`config.mk`:
```
export PLATFORM = sky130hd
export DESIGN_NAME = sbox_stream_byte_decryptor_core
export DESIGN_NICKNAME = d
export VERILOG_FILES = /design/src/rtl/sbsd_pkg.sv /design/src/rtl/sbox_stream_byte_decryptor_core.sv
export VERILOG_INCLUDE_DIRS = /design/src /design/src/rtl
export SDC_FILE = /design/constraint.sdc
export NUM_CORES = 2
export LEC_CHECK = 0
export ABC_AREA = 1
export BUFFER_PORTS_ARGS = -buffer_cell sky130_fd_sc_hd__buf_2
export CORE_MARGIN = 2
export CORE_UTILIZATION = 57
export DETAILED_ROUTE_END_ITERATION = 7
export GPL_ROUTABILITY_DRIVEN = 0
export PLACE_DENSITY_LB_ADDON = 0.05
export SLEW_MARGIN = 20
export SYNTH_ARGS = -nofsm -noshare
export SYNTH_HDL_FRONTEND = slang
export SYNTH_SLANG_ARGS = --single-unit
```
`constraint.sdc`:
```
create_clock -name clk -period 2.9 [get_ports clk]
set_input_delay 0.435 -clock clk [delete_from_list [all_inputs] [get_ports clk]]
set_output_delay 0.435 -clock clk [all_outputs]
set_load 0.005 [all_outputs]
```
`src/rtl/sbox_stream_byte_decryptor_core_defines.svh`:
```
// Assertion macros shared by the decryptor RTL.
// No dependencies; included by files that carry concurrent assertions.
`ifndef SBOX_STREAM_BYTE_DECRYPTOR_CORE_DEFINES_SVH
`define SBOX_STREAM_BYTE_DECRYPTOR_CORE_DEFINES_SVH

// Same-cycle implication, disabled during reset
`define SBSD_ASSERT_NOW(label, clk, rst_n, ante, cons) \
    label: assert property (@(posedge clk) disable iff (!rst_n) (ante) |-> (cons)) \
        else $error("sbsd assertion failed");

// Next-cycle implication, disabled during reset
`define SBSD_ASSERT_NEXT(label, clk, rst_n, ante, cons) \
    label: assert property (@(posedge clk) disable iff (!rst_n) (ante) |=> (cons)) \
        else $error("sbsd assertion failed");

`endif

```
`src/rtl/sbsd_pkg.sv`:
```
// Types and constants of the substitution-table byte decryptor.
// No dependencies; imported by the core.
package sbsd_pkg;

    localparam int unsigned DATA_W        = 8;
    localparam int unsigned TABLE_DEPTH   = 256;
    localparam int unsigned TABLE_ADDR_W  = $clog2(TABLE_DEPTH);
    localparam int unsigned APB_ADDR_W    = 3;
    localparam int unsigned APB_DATA_W    = 32;

    localparam logic [DATA_W-1:0] SEED_FIRST    = 8'd8;
    localparam logic [DATA_W-1:0] PAYLOAD_FIRST = 8'd24;

    typedef enum logic {
        CMD_LOAD = 1'b0,
        CMD_DATA = 1'b1
    } cmd_t;

    // Register word index (paddr[2])
    typedef enum logic {
        REG_DECRYPT_ENABLE = 1'b0,
        REG_UNMAPPED       = 1'b1
    } reg_idx_t;

    typedef logic [DATA_W-1:0] byte_t;

    // Offsets added to the table output during the 16 seed steps
    function automatic byte_t seed_add(input logic [3:0] k);
        byte_t v;
        unique case (k)
            4'd0:    v = 8'd141;
            4'd1:    v = 8'd34;
            4'd2:    v = 8'd182;
            4'd3:    v = 8'd161;
            4'd4:    v = 8'd59;
            4'd5:    v = 8'd244;
            4'd6:    v = 8'd212;
            4'd7:    v = 8'd145;
            4'd8:    v = 8'd149;
            4'd9:    v = 8'd42;
            4'd10:   v = 8'd190;
            4'd11:   v = 8'd169;
            4'd12:   v = 8'd67;
            4'd13:   v = 8'd252;
            4'd14:   v = 8'd220;
            default: v = 8'd137;
        endcase
        return v;
    endfunction

    // Offsets added to each payload output, chosen by position mod 8
    function automatic byte_t step_add(input logic [2:0] k);
        byte_t v;
        unique case (k)
            3'd0:    v = 8'd140;
            3'd1:    v = 8'd32;
            3'd2:    v = 8'd179;
            3'd3:    v = 8'd157;
            3'd4:    v = 8'd54;
            3'd5:    v = 8'd238;
            3'd6:    v = 8'd205;
            default: v = 8'd137;
        endcase
        return v;
    endfunction

endpackage

```
`src/rtl/sbox_stream_byte_decryptor_core.sv`:
```
// Substitution-table byte-stream decryptor, single module.
// Depends on sbsd_pkg and sbox_stream_byte_decryptor_core_defines.svh.
//
// Usage: load the 256-entry table with load beats (command = 0), then set
// decrypt_enable over APB and stream blob bytes (command = 1). A load beat and
// a byte that bypasses the table (header bytes, or any byte while decryption
// is off) are handled when accepted. A byte that goes through the table (seed
// bytes 8..23 and payload bytes) blocks the input until its RAM output is
// folded into the state, as its address depends on the previous table output
// and the table is a synchronous RAM with a registered read port. A result is
// held in an output register; a new beat is taken when no table read is in
// flight and that register is empty or being drained. No clearing after reset.
module sbox_stream_byte_decryptor_core
(
    input  logic                               clk,
    input  logic                               rst_n,
    // APB configuration
    input  logic                               psel,
    input  logic                               penable,
    input  logic                               pwrite,
    input  logic [sbsd_pkg::APB_ADDR_W-1:0]    paddr,
    input  logic [sbsd_pkg::APB_DATA_W-1:0]    pwdata,
    output logic [sbsd_pkg::APB_DATA_W-1:0]    prdata,
    output logic                               pready,
    // input beats
    input  logic                               item_valid,
    output logic                               item_ready,
    input  logic                               command,
    input  logic [sbsd_pkg::TABLE_ADDR_W-1:0]  table_index,
    input  logic [sbsd_pkg::DATA_W-1:0]        table_value,
    input  logic [sbsd_pkg::DATA_W-1:0]        byte_in,
    input  logic                               last_byte,
    // result beats
    output logic                               result_valid,
    input  logic                               result_ready,
    output logic [sbsd_pkg::DATA_W-1:0]        byte_out,
    output logic                               is_header,
    output logic                               out_last
);
    import sbsd_pkg::*;

    `include "sbox_stream_byte_decryptor_core_defines.svh"

    // table RAM
    byte_t table_mem [TABLE_DEPTH];
    byte_t rdata_reg;

    // control and state
    logic  decrypt_enable_reg, decrypt_enable_next;
    byte_t state_reg, state_next;
    byte_t pos_reg, pos_next;
    logic  past_seed_reg, past_seed_next;
    logic  busy_reg, busy_next;
    logic  pend_seed_reg, pend_last_reg;
    byte_t add_reg;

    // output register
    logic  out_valid_reg, out_valid_next;
    byte_t out_byte_reg, out_byte_next;
    logic  out_header_reg, out_header_next;
    logic  out_last_reg, out_last_next;

    logic  accept, is_data, header, seed, use_table, cfg_write;
    logic  [3:0] seed_k;
    byte_t key, rd_addr, add_next, new_state, pos_inc;

    assign pready     = 1'b1;
    assign cfg_write  = psel && penable && pwrite && pready;
    assign prdata     = (reg_idx_t'(paddr[2]) == REG_DECRYPT_ENABLE)
                        ? {{(APB_DATA_W-1){1'b0}}, decrypt_enable_reg}
                        : '0;

    assign item_ready = !busy_reg && (!out_valid_reg || result_ready);
    assign accept     = item_valid && item_ready;
    assign is_data    = (command == CMD_DATA);
    assign header     = !past_seed_reg && (pos_reg < SEED_FIRST);
    assign seed       = !past_seed_reg && !header;
    assign use_table  = is_data && decrypt_enable_reg && !header;

    assign seed_k     = 4'(pos_reg - SEED_FIRST);
    assign key        = state_reg + pos_reg - SEED_FIRST;
    assign pos_inc    = pos_reg + 8'd1;
    assign new_state  = rdata_reg + add_reg;

    always_comb
    begin
        if (seed)
        begin
            // first seed step ignores the previous state
            rd_addr  = (seed_k == 4'd0) ? byte_in : (byte_in ^ state_reg);
            add_next = seed_add(seed_k);
        end
        else
        begin
            rd_addr  = byte_in ^ key;
            add_next = step_add(pos_reg[2:0]);
        end
    end

    always_comb
    begin
        decrypt_enable_next = decrypt_enable_reg;
        state_next          = state_reg;
        pos_next            = pos_reg;
        past_seed_next      = past_seed_reg;
        busy_next           = accept && use_table;
        out_valid_next      = out_valid_reg && !result_ready;
        out_byte_next       = out_byte_reg;
        out_header_next     = out_header_reg;
        out_last_next       = out_last_reg;

        if (cfg_write && reg_idx_t'(paddr[2]) == REG_DECRYPT_ENABLE)
        begin
            decrypt_enable_next = pwdata[0];
        end

        // table byte with its read done: fold the RAM output into the state
        if (busy_reg)
        begin
            state_next = pend_last_reg ? '0 : new_state;
            if (!pend_seed_reg)
            begin
                out_valid_next  = 1'b1;
                out_byte_next   = rdata_reg;
                out_header_next = 1'b0;
                out_last_next   = pend_last_reg;
            end
        end

        if (accept && is_data)
        begin
            if (!use_table)
            begin
                out_valid_next  = 1'b1;
                out_byte_next   = byte_in;
                out_header_next = header;
                out_last_next   = last_byte;
                if (last_byte)
                begin
                    state_next = '0;
                end
            end
            priority if (last_byte)
            begin
                pos_next       = '0;
                past_seed_next = 1'b0;
            end
            else if (!past_seed_reg)
            begin
                pos_next       = pos_inc;
                past_seed_next = (pos_inc >= PAYLOAD_FIRST);
            end
            else
            begin
                pos_next = pos_inc;
            end
        end
    end

    always_ff @(posedge clk or negedge rst_n)
    begin
        if (!rst_n)
        begin
            decrypt_enable_reg <= 1'b0;
            state_reg          <= '0;
            pos_reg            <= '0;
            past_seed_reg      <= 1'b0;
            busy_reg           <= 1'b0;
            out_valid_reg      <= 1'b0;
        end
        else
        begin
            decrypt_enable_reg <= decrypt_enable_next;
            state_reg          <= state_next;
            pos_reg            <= pos_next;
            past_seed_reg      <= past_seed_next;
            busy_reg           <= busy_next;
            out_valid_reg      <= out_valid_next;
        end
    end

    always_ff @(posedge clk)
    begin
        out_byte_reg   <= out_byte_next;
        out_header_reg <= out_header_next;
        out_last_reg   <= out_last_next;
        if (accept && use_table)
        begin
            pend_seed_reg <= seed;
            pend_last_reg <= last_byte;
            add_reg       <= add_next;
        end
    end

    // table RAM: one write port for loads, one registered read port
    always_ff @(posedge clk)
    begin
        if (accept && !is_data)
        begin
            table_mem[table_index] <= table_value;
        end
        if (accept && use_table)
        begin
            rdata_reg <= table_mem[rd_addr];
        end
    end

    assign result_valid = out_valid_reg;
    assign byte_out     = out_byte_reg;
    assign is_header    = out_header_reg;
    assign out_last     = out_last_reg;

    // the state loop holds off input: no beat while a table read is in flight
    `SBSD_ASSERT_NOW(a_busy_blocks_input, clk, rst_n, busy_reg, !item_ready)
    `SBSD_ASSERT_NEXT(a_busy_single_cycle, clk, rst_n, busy_reg, !busy_reg)
    // output slot is reserved for the table result
    `SBSD_ASSERT_NOW(a_slot_free_when_busy, clk, rst_n, busy_reg, !out_valid_reg)
    `SBSD_ASSERT_NEXT(a_load_no_result, clk, rst_n,
                      accept && !is_data && !out_valid_reg, !out_valid_reg && !busy_reg)

endmodule

```
==> flow_metrics.tcl <==
set metrics [dict create \
    cts_sinks 2096 \
    violations "negative setup slack" \
    clockBufferDepth 3 \
    drt_iter0_markers 9176 \
    overflow 0 \
    synth_seq_cells 2096 \
    largest_register_ffs 2048 \
    cp-startpoint "pos_reg[1]" \
    antenna_found_initial 10 \
    row_count 146 \
    vias 67000 \
    synth_cells 8429 \
    critPathMaxFanout 8 \
    end_kind "register" \
    drv_slew 0 \
    min_path_type "in -> reg" \
    critical_path_class "reg -> reg" \
    layout_common_cells "nand2_1, edfxtp_1, nand3_1" \
    ys_seq_area_share_pct 69.2 \
    placed_cells 10800 \
    finalWorstPathRequiredPeriod_ns 3.49 \
    drive_gt1_share_pct 16.2 \
    finalWorstSetupSlack_ns -0.594 \
    max_slew_margin_pct 44.8 \
    pre_cts_slack_ns -0.854 \
    clock.fmax_mhz 286 \
    htreeDepth 4 \
    tightestPinTransition_ns 0.828 \
    final_cells 11200 \
    fillCellCount 11700 \
    grt_pass1_wl_um 403000 \
    cp.arrival_ns 4.21 \
    rsz0062_at_grt "true" \
    dieWidth_um 403 \
    max_cap_viol_count 0 \
    startpoint_type "register" \
    final_common_cell "nand2_1" \
    r2r_slack_ns -0.59 \
    fin_crit_sh_pct 120 \
    die-area_um2 162000 \
    avgViaCountPerCell 5.99 \
    drtPass1Iterations 8 \
    ant_nets 0 \
    syn_area_per_cell_um2 10.8 \
    clock_skew_ns 0.0233 \
    core-area_um2 158000 \
    wl_um 278000 \
    synthFlopType "edfxtp_1" \
    port_buffers 47 \
    cts_buffers 208 \
    nets 9056 \
    synth_edf_count 2066 \
    syn2layout_area_growth_pct 19.7 \
    cts_tree "done" \
    grt_pass1_vias 64000 \
    syn-cell-area_um2 90600 \
    wire_per_inst_um 24.8 \
    setup_violations 8 \
    fp.dieH_um 403 \
    finalHoldViolCount 0 \
    ctsRootBufferMaster "clkbuf_16" \
    r2r-start "pos_reg[1]" \
    yosys_warnings 0 \
    drc 0 \
    min_from "table_value[3]" \
    regMostFlops "table_mem" \
    start_util_pct 57.3 \
    grt_usage_pct 33.3 \
    cts.clk_slew.worst_paths_ns 0.06 \
    clk_latency_ns 0.84 \
    io_pins 113 \
    async_flop_share_pct 0.954 \
    outcome "finished, violations left" \
    required_ns 3.61 \
    synth.distinct_cells 46 \
    dp_hpwl_um 166000 \
    grt_start_max_net_pins 81 \
]
Yosys cell counts (all sizes together) (3+ instances only):
master / number / area (um2)
a21oi: 15 / 75.1
a31oi: 9 / 56.3
buf: 450 / 2320
clkbuf: 164 / 616
dfrtp: 20 / 500
dfxtp: 10 / 200
edfxtp: 2066 / 62000
ha: 27 / 338
inv: 320 / 1200
nand2: 2845 / 10700
nand3: 1993 / 9980
nand4: 6 / 37.5
nor2: 316 / 1190
nor3: 6 / 30.0
nor4: 3 / 18.8
o211ai: 113 / 848
o21ai: 17 / 85.1
o22ai: 8 / 50.1
xnor2: 7 / 61.3
xor2: 14 / 130
critical path: stages (launching register included):
cell	delay (ns)
dfrtp_1	0.38
ha_1	0.29
ha_2	0.18
inv_2	0.04
fa_2	0.52
xor2_1	0.17
nand2_1	0.11
nand2_4	0.15
buf_12	0.21
clkinv_16	0.13
buf_16	0.19
clkbuf_16	0.17
nand3_1	0.13
nand3_2	0.10
nand3_2	0.11
nand3_4	0.10
nand3_4	0.13
nand3_4	0.14
nand2_2	0.09
cells by family after synthesis:
| group | Yosys count | synth area share [%] |
|---|---|---|
| simple gates | 5172 | 24.2 |
| other cells | 2 | 0.00828 |
| compound gates | 173 | 1.33 |
| buf+inv | 936 | 4.58 |
| flops | 2096 | 69.2 |
| fa+ha+maj | 29 | 0.417 |
| xor+xnor | 21 | 0.211 |
timing repair:
item	CTS	global route
pin swaps	21	104
hold buffers	16	0
resized for setup	160	213
endpoints found under the setup margin	8	8
setup buffers	4	13
endpoints found under the hold margin	50	0
gates cloned	12	21
per-layer routing:
layer	share of wire, %	wire length (um)	GRT usage [%]
met5	0.028	78	0
met4	4.9	13700	15.4
met3	10	28900	6.29
met2	46	128000	51.7
met1	39	107000	46.0
per-stage QoR:
step / setup TNS, ns / area (um2) / hold slack, ns / util [%]
after floorplan: 0 / 90900 / 0.139 / -
after global placement: -6.44 / 98900 / 0.426 / 62.5
after detailed placement: -6.50 / 98900 / 0.443 / 62.5
after CTS: -3.89 / 107000 / 0.0206 / 67.6
after global routing: -4.97 / 109000 / 0.0586 / 68.6
final: -4.34 / 109000 / 0.0469 / 68.6
worst paths after layout:
check | to | cells past startpoint
worst max-delay path | rdata_reg[4] | 18
worst min-delay path | table_mem[192][3] | 1
worst max register to register | rdata_reg[4] | 18
worst min register to register | byte_out[7] | 2
max in group asynchronous | pos_reg[4] | 2
min in group asynchronous | decrypt_enable_reg | 2
final cells by class:
class                   count  area (um2)  share of cell area, %
repair buffers            903        9600                   8.85
inverters                 322        1260                   1.16
multi-input cells        5427       25700                   23.7
clock inverters            97         947                  0.873
well taps                2072        2590                   2.39
flip-flops and latches   2096       62700                   57.8
clock buffers             271        5670                   5.23
repair inverters            1        16.3                 0.0150
diodes                      2        5.00                0.00461
Power is not shown: default switching activity piles up to over one toggle a cycle in this logic, so the estimate is an artifact.
